--- src/rtl/core/periodic_callback_timer_scheduler_core_macros.svh ---
// Assertion macros for the timer scheduler core.
`ifndef PERIODIC_CALLBACK_TIMER_SCHEDULER_CORE_MACROS_SVH
`define PERIODIC_CALLBACK_TIMER_SCHEDULER_CORE_MACROS_SVH
// Implication checked at every edge outside reset.
`define PCTS_ASSERT_IMP(label, clk, rst_n, a, c) \
    label: assert property (@(posedge clk) disable iff (!rst_n) (a) |-> (c)) \
        else $error("assertion failed");
// Implication checked on the following edge.
`define PCTS_ASSERT_NEXT(label, clk, rst_n, a, c) \
    label: assert property (@(posedge clk) disable iff (!rst_n) (a) |=> (c)) \
        else $error("assertion failed");
`endif

--- src/rtl/core/pcts_entry_ram.sv ---
// Entry store: one synchronous memory holding every timer record.
`timescale 1ns / 1ps
module pcts_entry_ram #(
    parameter int DEPTH = 32,
    parameter int WIDTH = 8,
    parameter int AW    = 5
) (
    input  logic             i_clk,
    input  logic             i_we,
    input  logic [AW-1:0]    i_waddr,
    input  logic [WIDTH-1:0] i_wdata,
    input  logic [AW-1:0]    i_raddr,
    output logic [WIDTH-1:0] o_rdata
);
    logic [WIDTH-1:0] mem [DEPTH];

    always_ff @(posedge i_clk) begin
        if (i_we) begin
            mem[i_waddr] <= i_wdata;
        end
        o_rdata <= mem[i_raddr];
    end
endmodule

--- config.mk ---
export PLATFORM = sky130hd
export DESIGN_NAME = pcts_entry_ram
export DESIGN_NICKNAME = d
export VERILOG_FILES = /design/src/rtl/core/periodic_callback_timer_scheduler_core_macros.svh /design/src/rtl/core/pcts_entry_ram.sv
export SDC_FILE = /design/constraint.sdc
export NUM_CORES = 1
export LEC_CHECK = 0
export BUFFER_PORTS_ARGS = -buffer_cell sky130_fd_sc_hd__buf_2
export CAP_MARGIN = 10
export CORE_MARGIN = 2
export CORE_UTILIZATION = 47
export CTS_CLUSTER_DIAMETER = 120
export DETAILED_ROUTE_END_ITERATION = 12
export PLACE_DENSITY_LB_ADDON = 0.15
export REMOVE_ABC_BUFFERS = 1
export SYNTH_ARGS = -nofsm -noshare
export SYNTH_HDL_FRONTEND = slang
export SYNTH_SLANG_ARGS = --single-unit
--- constraint.sdc ---
create_clock -name i_clk -period 4.9 [get_ports i_clk]
set_input_delay 0.98 -clock i_clk [delete_from_list [all_inputs] [get_ports i_clk]]
set_output_delay 0.98 -clock i_clk [all_outputs]
set_load 0.05 [all_outputs]
# After elaboration in Yosys (flattened, before gate mapping)

Memories as Yosys holds them, arrays and structs flattened. A register that Yosys moved wholly into a read port is not among the register bits.
Cells that the tools add are included.

Register bits after elaboration: 0
Memory bits (writable): 256
Memories: 1
Input port bits: 20
Memory bits (read-only): 0
Output and inout bits: 8
Bits in latches: 0

Equality and inequality tests: 0
Muxes and demuxes: 2
Multiply operators: 0
Reductions and logical operators: 0
Div/mod/pow operators: 0
Order comparisons: 0
Bitwise gates (word level): 0
Add/subtract/negate cells: 0
Shifts and indexed selects: 0

Memory list:

| memory | words | width | read ports | clocked after memory_dff | wr ports | RTL line             | RTL |
|---|---|---|---|---|---|---|---|
| mem    | 32    | 8     | 1          | 1                        | 1        | pcts_entry_ram.sv:15 | `logic [WIDTH-1:0] mem [DEPTH];` |

Operator list:

| operator | number |
|---|---|
| $mux W1  | 2 |

# Longest topological paths before layout

Depth after elaboration: 2
Depth in mapped cells: 5
Gate-level depth less buffers: 3

# Worst setup path before layout

Ideal clock, no wire load.

Kind: input -> register
From: input port i_raddr[2]
To: register o_rdata[0], read port of mem
Slack: 2.118 ns
Setup time: 0.121 ns
Data arrival time: 2.662 ns
Stages on the path: 5
Path buffers: 2
Cells stage by stage: clkbuf_1 > clkbuf_1 > mux4_2 > mux4_2 > mux2_2

RTL lines:

| what            | RTL line             | RTL |
|---|---|---|
| start, declared | pcts_entry_ram.sv:12 | `input logic [AW-1:0] i_raddr,` |
| end, declared   | pcts_entry_ram.sv:13 | `output logic [WIDTH-1:0] o_rdata` |

==> results.txt <==
- After legalization and detailed placement, the total HPWL measured roughly 13000 µm.
- Crit Path Class: primary input to register
* Period minus WS final: 2.85 ns
- Post-placement cell area: around 10000 µm²
* Largest net degree at the start of global routing: 34
- The worst hold path was traced through 3 stages.
* Number of slew-limit violations in the final report: 0
- Among all flip-flop cells after synthesis, the most frequent one is sky130_fd_sc_hd__edfxtp_1.
- TritonCTS built the clock tree.
* Commonest cells in the synthesized netlist: sky130_fd_sc_hd__edfxtp_1 (256), sky130_fd_sc_hd__mux4_2 (80), sky130_fd_sc_hd__nor2_1 (33)
- Endpoint of the lowest-slack register-to-register path: o_rdata[4]$_DFF_P_
- Post-Syn Area per Cell: ~24 µm²
- After detailed placement, the design holds a cell count of roughly 700.
- After synthesis the netlist holds a flip-flop and latch count of 264.
- Final hold viol count: 0
* Critical Path End Type: register
- Worst R2R Setup Slack: between 3 and 4 ns
- In this run the worst path has a maximum fanout of 30.
- Clock sink total: 264
* Clock transition at the register clock pins on the worst setup and hold paths after CTS: about 0.06 ns
- Cell accounting for the most synthesized area: sky130_fd_sc_hd__edfxtp_1
- Fraction of synthesized area in multiplexers: a little under a fifth
* Number of distinct standard cells referenced by the synthesized netlist: 15
- Floorplan die height: ~150 µm
- Hold Path Origin: mem[24][3]$_DFFE_PP_
- Leftover overflow at the end of global routing: 0
* Total number of vias: 4378
- In this run the static leakage power is between 0.003 and 0.004 µW.
* DRC viols: 0
- Status: finished clean
- Internal portion of total power: 3590 µW
- Count of placed standard cells in the final layout, fillers left out: ~740
* # rows: 53
- The first global-routing pass estimated between 30000 and 40000 µm of wire.
- Compound-gate portion of the synthesized area: 0%
- Antenna violations before repair: 0
- Number of cells produced by synthesis: between 400 and 500
- Clk Tree Root Cell: sky130_fd_sc_hd__clkbuf_16
* Synth top area share: ~76%
- Area of the core: roughly 21000 µm²
- Number of enable flip-flop cells after synthesis: about 260
- Most frequent cell after synthesis: sky130_fd_sc_hd__edfxtp_1
- After synthesis, the largest family of logic cells by area is multiplexers.
- Summed over all layers, the routed wires come to just over 20000 µm.
- In this run switching power makes up 20.6% of total power.
- Setup total negative slack: 0 ns
* Unrepaired setup endpoints after global routing: false
- The synthesized netlist devotes 0% of its cell area to adder and majority cells.
- Max-cap violations in this run came to 0.
- Transition time at the pin with the least slew margin: approximately 0.91 ns
* Proportion of power drawn by combinational gates: under 10%
- Setup violations, final: 0
* Count of routing violations after the opening detailed-route iteration: between 300 and 400
- Once the clock tree was built, the resizer swapped 0 gates to a different size.
- Total power divided by cell area: ~400 nW/µm²
- Effective utilization at floorplan: between 40% and 50%
- The final layout contains 475 nets.
- Period utilisation layout: 58.1%
- Antenna cells: 0
* Launching element type of the critical path: primary input
- For this run, the number of Yosys warnings is 0.
- The worst hold path terminates at o_rdata[3]$_DFF_P_.
- For the final database, setup skew stands at 0.00799 ns.
* Summed instance area of the synthesized netlist: 10100 µm²
- Share of power burned in the clock network: about two fifths
* Launch instance of the worst register-to-register path: mem[5][4]$_DFFE_PP_
- Across the VDD grid, the largest voltage drop is approximately 180 µV.
* Share of the synthesized netlist area taken by xor and xnor gates: 0%
- Type of the tightest min-delay check: register to register
- Before antenna repair, the detailed router went through 4 iterations.
- Via count of the first global-routing pass: around 4500
* Simple logic cell fraction of the synthesized area: between 2 and 2.5%
* Horiz. Die Dim: 150 µm
- Cts bufs inserted: 25
* Post-CTS setup buffers: 0
- In the final routed layout, each cell accounts on average for 27.1 µm.
* Antenna Violating Nets Remaining: 0
* Required @ worst endpoint: approximately 5.3 ns
- Number of top-level pins: 28
- H-tree levels: 1
- Maximum buffer depth of the clock tree: 3
- Average via count per standard cell: between 5 and 6
- Routability congestion estimate from global placement: ~0.74
- Of the synthesized area, sequential elements account for between 70 and 80%.
- Worst hold margin: ~0.92 ns
* Die Area: around 23000 µm²
- R2r worst-path depth: 3
* Fraction of layout instances using a drive strength above 1: 32.4%
- Clock insertion delay at the later pin of the skew report: around 0.51 ns
- Syn-to-layout area delta: 11.3%
- For the worst setup path, the data arrival time is around 3.2 ns.
* Count of hold buffers inserted by post-cts repair: 0
- Across every metal layer, demand over resource in global routing totals a little under a fifth.
- In the post-synthesis netlist, the biggest area contributors are sky130_fd_sc_hd__edfxtp_1 (76%), sky130_fd_sc_hd__mux4_2 (18%), sky130_fd_sc_hd__dfxtp_1 (1.6%), sky130_fd_sc_hd__nor2_1 (1.2%), sky130_fd_sc_hd__mux2_2 (0.90%).
- Summed over all nets, the switching power comes to around 930 µW.
- Max frequency: 0.351 GHz
- Count of input and output buffers: 27
- In the synthesized netlist the async set-or-reset flop fraction comes to 0%.
- Sequential power share: 55.7%
- Area of all placed cells without fillers: between 10000 and 15000 µm²
- Worst slew margin relative to its limit: between 30% and 40%
==> state kept, by name, indices dropped and copies added, names as in the netlist <==
signal   flops
o_rdata      8
mem        256
==> per-layer routing <==
metal	up-vias	part of all wire, %	track usage, %
li1	1845	-	-
met1	2374	48	30.5
met2	138	45	27.5
met3	21	5.6	3.06
met4	0	1.4	4.20
met5	-	0	0
==> cell families after synthesis <==
logic type | after synthesis
multiplexers | 88
AND/OR/NAND/NOR | 45
flip-flops | 264
buffers and inverters | 20
==> cells in the final DEF (no fill, tap or decap) <==
cell	n
sky130_fd_sc_hd__buf_12	1
sky130_fd_sc_hd__buf_2	26
sky130_fd_sc_hd__buf_4	4
sky130_fd_sc_hd__bufinv_16	1
sky130_fd_sc_hd__clkbuf_1	5
sky130_fd_sc_hd__clkbuf_16	25
sky130_fd_sc_hd__clkinv_1	6
sky130_fd_sc_hd__clkinv_2	4
sky130_fd_sc_hd__dfxtp_1	8
sky130_fd_sc_hd__edfxtp_1	256
sky130_fd_sc_hd__mux2_2	8
sky130_fd_sc_hd__mux4_2	80
sky130_fd_sc_hd__nand2_1	1
sky130_fd_sc_hd__nand3_1	2
sky130_fd_sc_hd__nand3b_1	5
sky130_fd_sc_hd__nor2_1	33
sky130_fd_sc_hd__or3_1	1
sky130_fd_sc_hd__or3b_2	3
==> through the flow <==
| step | setup slack [ns] | utilization, % | total power (µW) |
|---|---|---|---|
| finish | 2.05 | 53.2 | 4520 |
| global route | 2.00 | 53.2 | 4650 |
| CTS | 2.05 | 53.2 | 4560 |
| detailed placement | 1.51 | 49.8 | 2840 |
| global placement | 1.56 | 49.8 | 2830 |
| floorplan | 2.60 | - | 2700 |
==> worst max-delay path: stages <==
cell and delay, ns:
sky130_fd_sc_hd__buf_2 0.45, sky130_fd_sc_hd__buf_4 0.53, sky130_fd_sc_hd__mux4_2 0.42, sky130_fd_sc_hd__mux4_2 0.54
sky130_fd_sc_hd__mux2_2 0.29
==> worst max-delay path by stage <==
stage,from,end,slack [ns],cells after the start
6_report,i_raddr[2],o_rdata[6]$_DFF_P_,2.05,5
5_1_grt,i_raddr[2],o_rdata[4]$_DFF_P_,2.00,5
4_1_cts,i_raddr[2],o_rdata[6]$_DFF_P_,2.05,5
3_5_place_dp,i_raddr[2],o_rdata[6]$_DFF_P_,1.51,5
3_3_place_gp,i_raddr[2],o_rdata[6]$_DFF_P_,1.56,5
2_1_floorplan,i_waddr[1],mem[0][0]$_DFFE_PP_,2.60,2
==> area by class of cell <==
class | instances | area, µm²
tap | 275 | 344
sequential | 264 | 7850
clock buffer | 30 | 644
multi-input combinational | 133 | 2100
timing repair buffer | 31 | 180
clock inverter | 11 | 72.6
fill | 1592 | 9830
==> power groups by stage <==
stage          Combinational, µW  Sequential (µW)  Clock, µW
2_1_floorplan                104             2600          0
3_3_place_gp                 265             2570          0
3_5_place_dp                 269             2570          0
4_1_cts                      270             2520       1770
5_1_grt                      283             2520       1850
6_report                     264             2520       1740
Power figures use the tool's default switching activity.
